`src/design/tt_pkg.sv`:
```
// touch tap tracker package: table size, field widths, event kinds, status codes
// and configuration register indexes
// used by touch_tap_tracker_unit
package tt_pkg;

    localparam int TABLE_ENTRIES = 32;
    localparam int IDX_W = (TABLE_ENTRIES > 1) ? $clog2(TABLE_ENTRIES) : 1;
    localparam int CNT_W = $clog2(TABLE_ENTRIES + 1);

    localparam int POS_W = 13;
    localparam int VIEW_W = 14;
    localparam int ID_W = 8;

    typedef logic [1:0] kind_t;
    typedef logic [1:0] status_t;
    typedef logic [1:0] cfg_index_t;
    typedef logic [POS_W-1:0] pos_t;
    typedef logic signed [VIEW_W-1:0] view_t;
    typedef logic [ID_W-1:0] id_t;

    localparam kind_t KIND_PRESS = 2'd0;
    localparam kind_t KIND_RELEASE = 2'd1;
    localparam kind_t KIND_CANCEL = 2'd2;

    localparam status_t ST_OK = 2'd0;
    localparam status_t ST_FULL = 2'd1;
    localparam status_t ST_NOT_FOUND = 2'd2;

    localparam cfg_index_t REG_WIDTH = 2'd0;
    localparam cfg_index_t REG_HEIGHT = 2'd1;
    localparam cfg_index_t REG_ORIENT = 2'd2;

    localparam logic [1:0] ORIENT_PORTRAIT = 2'd0;
    localparam logic [1:0] ORIENT_PORTRAIT_FLIP = 2'd1;
    localparam logic [1:0] ORIENT_LAND_RIGHT = 2'd2;

    localparam pos_t WIDTH_RESET = 13'd1080;
    localparam pos_t HEIGHT_RESET = 13'd1920;

    typedef struct packed {
        id_t   id;
        view_t x;
        view_t y;
    } entry_t;

endpackage

```
`src/design/touch_tap_tracker_unit.sv`:
```
// touch tap tracker top level: orientation remap, pointer table memory, tap test
// depends on tt_pkg

// One touch event is taken at a time. It is remapped for the configured
// orientation when accepted, then the pointer table memory is read one entry per
// cycle to find the pointer and the lowest free entry, and the table is updated
// and the result word loaded into the output register. The scan reads every
// entry in turn through the single read port of the table memory; the next
// event is accepted in the cycle after the result is loaded, even while that
// result still waits on out_stall. Entry valid bits are flip-flops cleared by
// reset, so no clearing pass is needed. Configuration may be written only while
// no event is in flight.
module touch_tap_tracker_unit
(
    input  logic                 clk,
    input  logic                 rst_n,
    input  logic                 cfg_write,
    input  tt_pkg::cfg_index_t   cfg_index,
    input  tt_pkg::pos_t         cfg_data,
    input  logic                 in_valid,
    output logic                 in_stall,
    input  tt_pkg::kind_t        kind,
    input  tt_pkg::id_t          touch_id,
    input  tt_pkg::pos_t         raw_x,
    input  tt_pkg::pos_t         raw_y,
    output logic                 out_valid,
    input  logic                 out_stall,
    output tt_pkg::view_t        view_x,
    output tt_pkg::view_t        view_y,
    output logic                 tap,
    output tt_pkg::status_t      status
);

    import tt_pkg::*;

    typedef enum logic [2:0] {
        S_IDLE    = 3'b001,
        S_SCAN    = 3'b010,
        S_RESOLVE = 3'b100
    } state_t;

    state_t state_reg, state_next;

    pos_t width_reg, height_reg;
    logic [1:0] orient_reg;

    entry_t mem [TABLE_ENTRIES];
    entry_t mem_q;
    logic [TABLE_ENTRIES-1:0] valid_reg;

    kind_t kind_reg;
    id_t id_reg;
    view_t vx_reg, vy_reg;
    view_t vx_c, vy_c;

    logic [CNT_W-1:0] cnt_reg;
    logic rd_pend_reg;
    logic [IDX_W-1:0] rd_idx_reg;
    logic hit_reg, free_reg;
    logic [IDX_W-1:0] hit_idx_reg, free_idx_reg;
    view_t hit_x_reg, hit_y_reg;

    logic out_valid_reg, tap_reg;
    view_t out_x_reg, out_y_reg;
    status_t status_reg;

    logic accept, commit, scan_issue, match;
    logic mem_we;
    logic [IDX_W-1:0] mem_waddr;
    entry_t mem_wdata;
    logic tap_c;
    status_t status_c;
    logic signed [VIEW_W:0] dx, dy;
    logic [VIEW_W-1:0] adx, ady;
    logic [VIEW_W+4:0] dx20, dy20;

    assign accept = in_valid && !in_stall;
    assign in_stall = (state_reg != S_IDLE);
    assign commit = (state_reg == S_RESOLVE) && (!out_valid_reg || !out_stall);
    assign scan_issue = (state_reg == S_SCAN) && (cnt_reg < CNT_W'(TABLE_ENTRIES));
    assign match = rd_pend_reg && valid_reg[rd_idx_reg] && (mem_q.id == id_reg);

    always_comb
    begin
        case (orient_reg)
            ORIENT_PORTRAIT:
            begin
                vx_c = $signed({1'b0, raw_x});
                vy_c = $signed({1'b0, height_reg}) - $signed({1'b0, raw_y});
            end
            ORIENT_PORTRAIT_FLIP:
            begin
                vx_c = $signed({1'b0, width_reg}) - $signed({1'b0, raw_x});
                vy_c = $signed({1'b0, raw_y});
            end
            ORIENT_LAND_RIGHT:
            begin
                vx_c = $signed({1'b0, raw_y});
                vy_c = $signed({1'b0, raw_x});
            end
            default:
            begin
                vx_c = $signed({1'b0, height_reg}) - $signed({1'b0, raw_y});
                vy_c = $signed({1'b0, width_reg}) - $signed({1'b0, raw_x});
            end
        endcase
    end

    // tap tolerance: 20 * |d| <= size
    always_comb
    begin
        dx = {vx_reg[VIEW_W-1], vx_reg} - {hit_x_reg[VIEW_W-1], hit_x_reg};
        dy = {vy_reg[VIEW_W-1], vy_reg} - {hit_y_reg[VIEW_W-1], hit_y_reg};
        adx = dx[VIEW_W] ? VIEW_W'(-dx) : VIEW_W'(dx);
        ady = dy[VIEW_W] ? VIEW_W'(-dy) : VIEW_W'(dy);
        dx20 = ({5'b0, adx} << 4) + ({5'b0, adx} << 2);
        dy20 = ({5'b0, ady} << 4) + ({5'b0, ady} << 2);
        tap_c = (dx20 <= {6'b0, width_reg}) && (dy20 <= {6'b0, height_reg});
    end

    always_comb
    begin
        status_c = ST_OK;
        mem_we = 1'b0;
        mem_waddr = hit_idx_reg;
        mem_wdata = '{id: id_reg, x: vx_reg, y: vy_reg};
        case (kind_reg)
            KIND_PRESS:
            begin
                if (hit_reg)
                begin
                    mem_we = commit;
                end
                else if (free_reg)
                begin
                    mem_we = commit;
                    mem_waddr = free_idx_reg;
                end
                else
                begin
                    status_c = ST_FULL;
                end
            end
            KIND_RELEASE, KIND_CANCEL:
            begin
                if (!hit_reg)
                begin
                    status_c = ST_NOT_FOUND;
                end
            end
            default:
            begin
                status_c = ST_OK;
            end
        endcase
    end

    always_comb
    begin
        state_next = state_reg;
        case (state_reg)
            S_IDLE:
            begin
                if (accept)
                begin
                    state_next = S_SCAN;
                end
            end
            S_SCAN:
            begin
                if (!scan_issue && !rd_pend_reg)
                begin
                    state_next = S_RESOLVE;
                end
            end
            S_RESOLVE:
            begin
                if (commit)
                begin
                    state_next = S_IDLE;
                end
            end
            default:
            begin
                state_next = S_IDLE;
            end
        endcase
    end

    always_ff @(posedge clk or negedge rst_n)
    begin
        if (!rst_n)
        begin
            state_reg <= S_IDLE;
            width_reg <= WIDTH_RESET;
            height_reg <= HEIGHT_RESET;
            orient_reg <= ORIENT_PORTRAIT;
            valid_reg <= '0;
            cnt_reg <= '0;
            rd_pend_reg <= 1'b0;
            hit_reg <= 1'b0;
            free_reg <= 1'b0;
            out_valid_reg <= 1'b0;
        end
        else
        begin
            state_reg <= state_next;
            if (cfg_write)
            begin
                case (cfg_index)
                    REG_WIDTH:  width_reg <= cfg_data;
                    REG_HEIGHT: height_reg <= cfg_data;
                    REG_ORIENT: orient_reg <= cfg_data[1:0];
                    default:    orient_reg <= orient_reg;
                endcase
            end
            if (accept)
            begin
                cnt_reg <= '0;
                hit_reg <= 1'b0;
                free_reg <= 1'b0;
            end
            else if (scan_issue)
            begin
                cnt_reg <= cnt_reg + 1'b1;
            end
            rd_pend_reg <= scan_issue;
            if (match && !hit_reg)
            begin
                hit_reg <= 1'b1;
            end
            if (rd_pend_reg && !valid_reg[rd_idx_reg] && !free_reg)
            begin
                free_reg <= 1'b1;
            end
            if (commit)
            begin
                if (kind_reg == KIND_PRESS && !hit_reg && free_reg)
                begin
                    valid_reg[free_idx_reg] <= 1'b1;
                end
                if ((kind_reg == KIND_RELEASE || kind_reg == KIND_CANCEL) && hit_reg)
                begin
                    valid_reg[hit_idx_reg] <= 1'b0;
                end
            end
            if (commit)
            begin
                out_valid_reg <= 1'b1;
            end
            else if (!out_stall)
            begin
                out_valid_reg <= 1'b0;
            end
        end
    end

    always_ff @(posedge clk)
    begin
        if (accept)
        begin
            kind_reg <= kind;
            id_reg <= touch_id;
            vx_reg <= vx_c;
            vy_reg <= vy_c;
        end
        rd_idx_reg <= cnt_reg[IDX_W-1:0];
        if (match && !hit_reg)
        begin
            hit_idx_reg <= rd_idx_reg;
            hit_x_reg <= mem_q.x;
            hit_y_reg <= mem_q.y;
        end
        if (rd_pend_reg && !valid_reg[rd_idx_reg] && !free_reg)
        begin
            free_idx_reg <= rd_idx_reg;
        end
        if (commit)
        begin
            out_x_reg <= vx_reg;
            out_y_reg <= vy_reg;
            status_reg <= status_c;
            tap_reg <= (kind_reg == KIND_RELEASE) && hit_reg && tap_c;
        end
    end

    // pointer table memory
    always_ff @(posedge clk)
    begin
        if (mem_we)
        begin
            mem[mem_waddr] <= mem_wdata;
        end
    end

    always_ff @(posedge clk)
    begin
        if (scan_issue)
        begin
            mem_q <= mem[cnt_reg[IDX_W-1:0]];
        end
    end

    assign out_valid = out_valid_reg;
    assign view_x = out_x_reg;
    assign view_y = out_y_reg;
    assign tap = tap_reg;
    assign status = status_reg;

    a_tap_ok: assert property (@(posedge clk) disable iff (!rst_n)
        out_valid && tap |-> status == ST_OK)
        else $error("tap reported with non-ok status");

    a_full_all_valid: assert property (@(posedge clk) disable iff (!rst_n)
        commit && status_c == ST_FULL |-> &valid_reg)
        else $error("press dropped while a free entry exists");

    a_scan_bound: assert property (@(posedge clk) disable iff (!rst_n)
        cnt_reg <= CNT_W'(TABLE_ENTRIES))
        else $error("scan counter past table end");

    a_commit_frees_stage: assert property (@(posedge clk) disable iff (!rst_n)
        commit |=> out_valid_reg && state_reg == S_IDLE)
        else $error("result not loaded after commit");

endmodule

```
`config.mk`:
```
export PLATFORM = sky130hd
export DESIGN_NAME = touch_tap_tracker_unit
export DESIGN_NICKNAME = d
export VERILOG_FILES = /design/src/design/tt_pkg.sv /design/src/design/touch_tap_tracker_unit.sv
export SDC_FILE = /design/constraint.sdc
export NUM_CORES = 2
export LEC_CHECK = 0
export BUFFER_PORTS_ARGS = -buffer_cell sky130_fd_sc_hd__buf_4
export CAP_MARGIN = 20
export CORE_MARGIN = 3
export CORE_UTILIZATION = 55
export DETAILED_ROUTE_END_ITERATION = 10
export PLACE_DENSITY = 0.72
export SETUP_SLACK_MARGIN = 0.02
export SYNTH_ARGS = -nofsm -noshare
export SYNTH_HDL_FRONTEND = slang
export SYNTH_SLANG_ARGS = --single-unit
```
`constraint.sdc`:
```
create_clock -name clk -period 8.31 [get_ports clk]
set_input_delay 0 -clock clk [delete_from_list [all_inputs] [get_ports clk]]
set_output_delay 0 -clock clk [all_outputs]
set_load 0.03 [all_outputs]
```
Yosys cells after proc, flatten, opt, wreduce, memory -nomap -nowiden
Memories as Yosys holds them, arrays and structs flattened. A register that Yosys moved wholly into a read port is not among the register bits.
Cells that the tools add are included.
- add/sub/neg operators: 9
- $lt $le $gt $ge: 8
- eq/ne operators: 15
- mux-type cells: 36
- bitwise operators: 3
- reduce and logical (&&, ||, !) cells: 38
- operator list (kind ; number):
    32-bit two-way mux ; 3
    14-bit one-hot mux with 3 select lines ; 2
    18-bit by 16-bit adder with 19-bit output ; 2
    19-bit by 13-bit less-or-equal comparator with 1-bit output ; 2
    32-bit AND ; 1
    32-bit NOT ; 1
    32-bit OR ; 1
    14-bit by 14-bit subtractor with 15-bit output ; 2
    14-bit two-way mux ; 2
    14-bit negation ; 2
    13-bit by 13-bit subtractor with 14-bit output ; 2
    5-bit by 6-bit < comparator with 1-bit output, second input constant ; 3
    1-bit logical AND ; 17
    1-bit two-way mux ; 15
    5-bit two-way mux ; 3
    6-bit two-way mux ; 2
    1-bit demux with 5-bit select ; 2
    5-bit by 1-bit greater-or-equal comparator with 1-bit output, second input constant ; 2
    3-bit two-way mux ; 3
    3-bit one-hot mux with 3 select lines ; 1
    8-bit equality test ; 1
    1-bit logical NOT ; 8
    6-bit by 1-bit adder with 6-bit output, second input constant ; 1
    2-bit by 1-bit equality test with 1-bit output, second input constant ; 3
    other kinds (17) ; 28
- flip-flop bits (word level): 185
- memory bits (writable): 1152
- input port bits: 56
- output and inout bits: 33
- memories: 1
- memory list (memory ; depth ; width ; read ports ; clocked after memory_dff ; write ports ; RTL line ; text):
    mem ; 32 ; 36 ; 1 ; 1 ; 1 ; touch_tap_tracker_unit.sv:47 ; entry_t mem [TABLE_ENTRIES];

Depth between registers and ports, before layout
- depth after elaboration: 9
- mapped depth: 29
- depth with buffers taken out: 28

Least setup slack after synthesis
OpenSTA, ideal clock, no wires.
- kind: register to register
- start: register vy_reg[0]
- end: register tap_reg, in the netlist tap, data pin
- library setup time: 0.158 ns
- arrival: 6.014 ns
- data required time: 8.152 ns
- setup slack: 2.138 ns
- stages on the path, launching flop included: 28
- period minus slack after synthesis: 6.172 ns
- path through: edfxtp_1 -> inv_1 -> ha_1 -> inv_1 -> fa_1 -> a211oi_1 -> nor4_1 -> nor3_1 -> a21oi_1 -> a221oi_1 -> clkbuf_1 -> o21ai_0 -> fa_1 -> a21o_1 -> a21oi_1 -> o21bai_1 -> a21oi_1 -> o21bai_1 -> a21oi_1 -> xnor2_1 -> ha_1 -> nand2_1 -> nor4_1 -> nor3_1 -> nor4_1 -> o211a_1 -> o211ai_1 -> a211oi_2
- longest elaborated chain between the ends: 7
- RTL lines (element ; RTL line ; text):
    start: declaration ; touch_tap_tracker_unit.sv:53 ; view_t vx_reg, vy_reg;
    start signal: assignment ; touch_tap_tracker_unit.sv:265 ; vy_reg <= vy_c;
    14-bit by 14-bit subtractor with 15-bit output (*) ; touch_tap_tracker_unit.sv:113 ; dy = {vy_reg[VIEW_W-1], vy_reg} - {hit_y_reg[VIEW_W-1], hit_y_reg};
    14-bit negation ; touch_tap_tracker_unit.sv:115 ; ady = dy[VIEW_W] ? VIEW_W'(-dy) : VIEW_W'(dy);
    14-bit two-way mux (*) ; touch_tap_tracker_unit.sv:115 ;
    18-bit by 16-bit adder with 19-bit output (*) ; touch_tap_tracker_unit.sv:117 ; dy20 = ({5'b0, ady} << 4) + ({5'b0, ady} << 2);
    19-bit by 13-bit less-or-equal comparator with 1-bit output (*) ; touch_tap_tracker_unit.sv:118 ; tap_c = (dx20 <= {6'b0, width_reg}) && (dy20 <= {6'b0, height_reg});
    1-bit logical AND (*) ; touch_tap_tracker_unit.sv:118 ;
    1-bit logical AND (*) ; touch_tap_tracker_unit.sv:283 ; tap_reg <= (kind_reg == KIND_RELEASE) && hit_reg && tap_c;
    end signal: assignment ; touch_tap_tracker_unit.sv:283 ;
    end: declaration ; touch_tap_tracker_unit.sv:63 ; logic out_valid_reg, tap_reg;
Every way passes the cells marked *; elsewhere a longest branch is shown, timed or not.
A chain may end at the register's enable or synchronous reset.

Worst setup path in the final report
Same ends and word-level chain as after synthesis.

==> flow_metrics.env <==
export IMPL_via_per_inst=6.42
export IMPL_chipWidth_um=329
export IMPL_rows=117
export IMPL_leakage_uw=0.0215
export IMPL_final_cells=4784
export IMPL_synth_common_cells="1295 x edfxtp_1, 373 x mux4_2, 146 x a21oi_1"
export IMPL_finalHoldViolCount=0
export IMPL_grt_pass1_vias=31400
export IMPL_multi_input_comb_area_um2=16000
export IMPL_cts_buffers=138
export IMPL_critical_path_slowest_cell="edfxtp_1"
export IMPL_fin_ws_ns=1.14
export IMPL_reg2reg_depth=28
export IMPL_crit_path_max_incr_delay_ns=0.79
export IMPL_worst_pin_slew_ns=1.19
export IMPL_gr_usage_all_layers_pct=26.7
export IMPL_post_dp_hpwl_um=75200
export IMPL_place_congestion=0.943
export IMPL_synth_top_family_by_area="multiplexers"
export IMPL_clk_pin_slew_ns=0.06
export IMPL_post_cts_buffers=0
export IMPL_outcome="finished, final reports clean"
export IMPL_synthTopCellsByArea="edfxtp_1 68%, mux4_2 15%, dfrtp_1 2.8%"
export IMPL_drtPass1Iterations=7
export IMPL_vias=30700
export IMPL_cp_data_required_time_ns=8.87
export IMPL_pin_count=89
export IMPL_arrival_ns=7.73
export IMPL_coreArea_um2=103000
export IMPL_path_class="reg -> reg"
export IMPL_root_buffer="clkbuf_16"
export IMPL_synthAdderAreaFrac_pct=2.43
export IMPL_maxCapViolCount=0
export IMPL_clock_path_buffers=3
export IMPL_yosys_warnings=0
export IMPL_ant_nets=0
export IMPL_regArea_um2=40800
export IMPL_cp_start_kind="flip-flop"
export IMPL_num_nets_final=3470
export IMPL_p_per_area_nw_per_um2=309
export IMPL_io_buffers=88
export IMPL_drc=0
export IMPL_cp_max_fo=34
export IMPL_yosys_register_bits=1373
export IMPL_place_area_um2=60100
export IMPL_worst_ir_drop_vdd_mv=0.343
export IMPL_synth_flop_cell="edfxtp_1"
export IMPL_drive_above_1_share_pct=24.7
export IMPL_drtIter0Drc=3443
export IMPL_cts_max_level=4
export IMPL_synth_seq_area_share_pct=71.1
export IMPL_synth_most_common_cell="edfxtp_1"
export IMPL_synth_compound_area_share_pct=4.14
export IMPL_cts_sinks=1373
export IMPL_grt_pass1_wl_um=209000
export IMPL_yosysUniqueCellTypes=77
export IMPL_tns_ns=0
export IMPL_crit_top_cell="a21oi_1"
export IMPL_hold_depth=3
export IMPL_die_area_um2=108000
export IMPL_syn_nets=3208
export IMPL_syn_area_um2=57400
export IMPL_overflow=0
export IMPL_largest_register_ffs=1152
export IMPL_hp_class="in -> reg"
export IMPL_rsz0062_at_grt="false"
export IMPL_antenna_found_initial=4
export IMPL_skew_ns=0.0305
export IMPL_fin_area_um2=65700
export IMPL_synth_simple_area_share_pct=3.51
export IMPL_synth_xor_xnor_area_share_pct=1.25
export IMPL_crit_path_end_kind="flip-flop"
export IMPL_crit_buf_inv=2
export IMPL_synth_largest_area_cell="edfxtp_1"
export IMPL_relSlewSlack_pct=20.2
export IMPL_fillerInstances=6777
export IMPL_fmax_mhz=139
export IMPL_wirelength_um=142000
export IMPL_async_flop_share_pct=5.32
export IMPL_synthMuxAreaShare_pct=16.0
export IMPL_pre_cts_ws_ns=1.21
export IMPL_dpl_cell_count=4437
export IMPL_synth_cells=3044
export IMPL_finalCritPeriodShare_pct=86.3
export IMPL_avgRoutedWirePerCell_um=29.7
export IMPL_timing_final_max_slew_violations=0
export IMPL_synth_top_cell_area_share_pct=67.7
export IMPL_area_growth_pct=14.5
export IMPL_start_util_pct=56.0
export IMPL_cp_top_family="compound AO/OA/AOI/OAI gates"
export IMPL_grt_max_degree=151
export IMPL_period_needed_ns=7.17
export IMPL_fp_dieH_um=329
export IMPL_worst_skew_pair_late_latency_ns=0.74
export IMPL_cts_tree="built"
export IMPL_setup_violations=0
export IMPL_crit_cells=28
export IMPL_syn_avg_cell_area_um2=18.9
export IMPL_synth_edff_count=1295
per-layer routing:
layer	wire length, um	part of all wire (%)	GRT usage, %
met2	70900	50	44.0
met3	12800	9.0	5.24
met1	53600	38	36.1
met5	10	0.0070	0
met4	4930	3.5	9.49
through the flow:
| step | hold WS [ns] | total power [uW] | util (%) |
|---|---|---|---|
| 6_report | 0.0793 | 20300 | 64.1 |
| 3_3_place_gp | 0.178 | 14000 | 58.6 |
| 5_1_grt | 0.0623 | 21300 | 64.1 |
| 2_1_floorplan | -0.296 | 12700 | - |
| 3_5_place_dp | 0.180 | 14200 | 58.6 |
| 4_1_cts | 0.0200 | 20300 | 63.6 |
cells in the final DEF (no fill, tap or decap), drive strengths merged, types with 22 or more instances in the layout:
master and count:
a21oi 146, buf 164, clkbuf 180, clkinv 44, dfrtp 64, dlygate4sd3 81, edfxtp 1295, ha 102
inv 128, mux2 54, mux4 373, nand2 98, nand3 22, nor2 141, nor3 36, o21ai 70
xnor2 52, xor2 30
cell type report:
cell class,instances,share of cell area (%)
multi-input cells,1427,24.3
clock buffers,179,5.58
clock inverters,70,1.09
well taps,1368,2.60
flip-flops and latches,1373,62.1
diodes,1,0.00381
inverters,120,0.685
repair buffers,246,3.64
path summary, 6_finish.rpt:
path / start / to / slack [ns]
setup reg to reg: vy_reg[0] / tap / 1.14
hold reg to reg: mem_q[0] / hit_y_reg[0] / 0.42
max in group asynchronous: rst_n / valid_reg[4] / 6.44
min in group asynchronous: rst_n / valid_reg[15] / 0.50
hold / removal: cfg_data[1] / width_reg[1] / 0.08
setup / recovery: vy_reg[0] / tap / 1.14
power by group:
group          switching, uW  leakage (uW)  internal (uW)  total, uW
logic                   3100       0.00672           2610       5710
clock network           2540       0.00213           3530       6070
registers                358        0.0126           8180       8540
cells by family (layout without fill, tap and decap cells):
group | count (synthesis) | after routing
AND/OR/NAND/NOR | 416 | 416
adder cells (fa/ha/maj) | 108 | 108
other | 0 | 1
flip-flops | 1373 | 1373
buffers and inverters | 244 | 615
multiplexers | 444 | 444
AO/OA/AOI/OAI | 377 | 377
XOR/XNOR | 82 | 82
tightest hold or removal path, cell delays in order:
cell and delay [ns]:
dlygate4sd3_1 0.53, buf_4 0.12, mux2_2 0.13
timing repair:
| item | 4_1_cts | 5_1_grt |
|---|---|---|
| resized for setup | 0 | 0 |
| hold buffers | 81 | 0 |
| endpoints found under the hold margin | 173 | 0 |
Note: power is estimated with default switching activity, not from simulation.
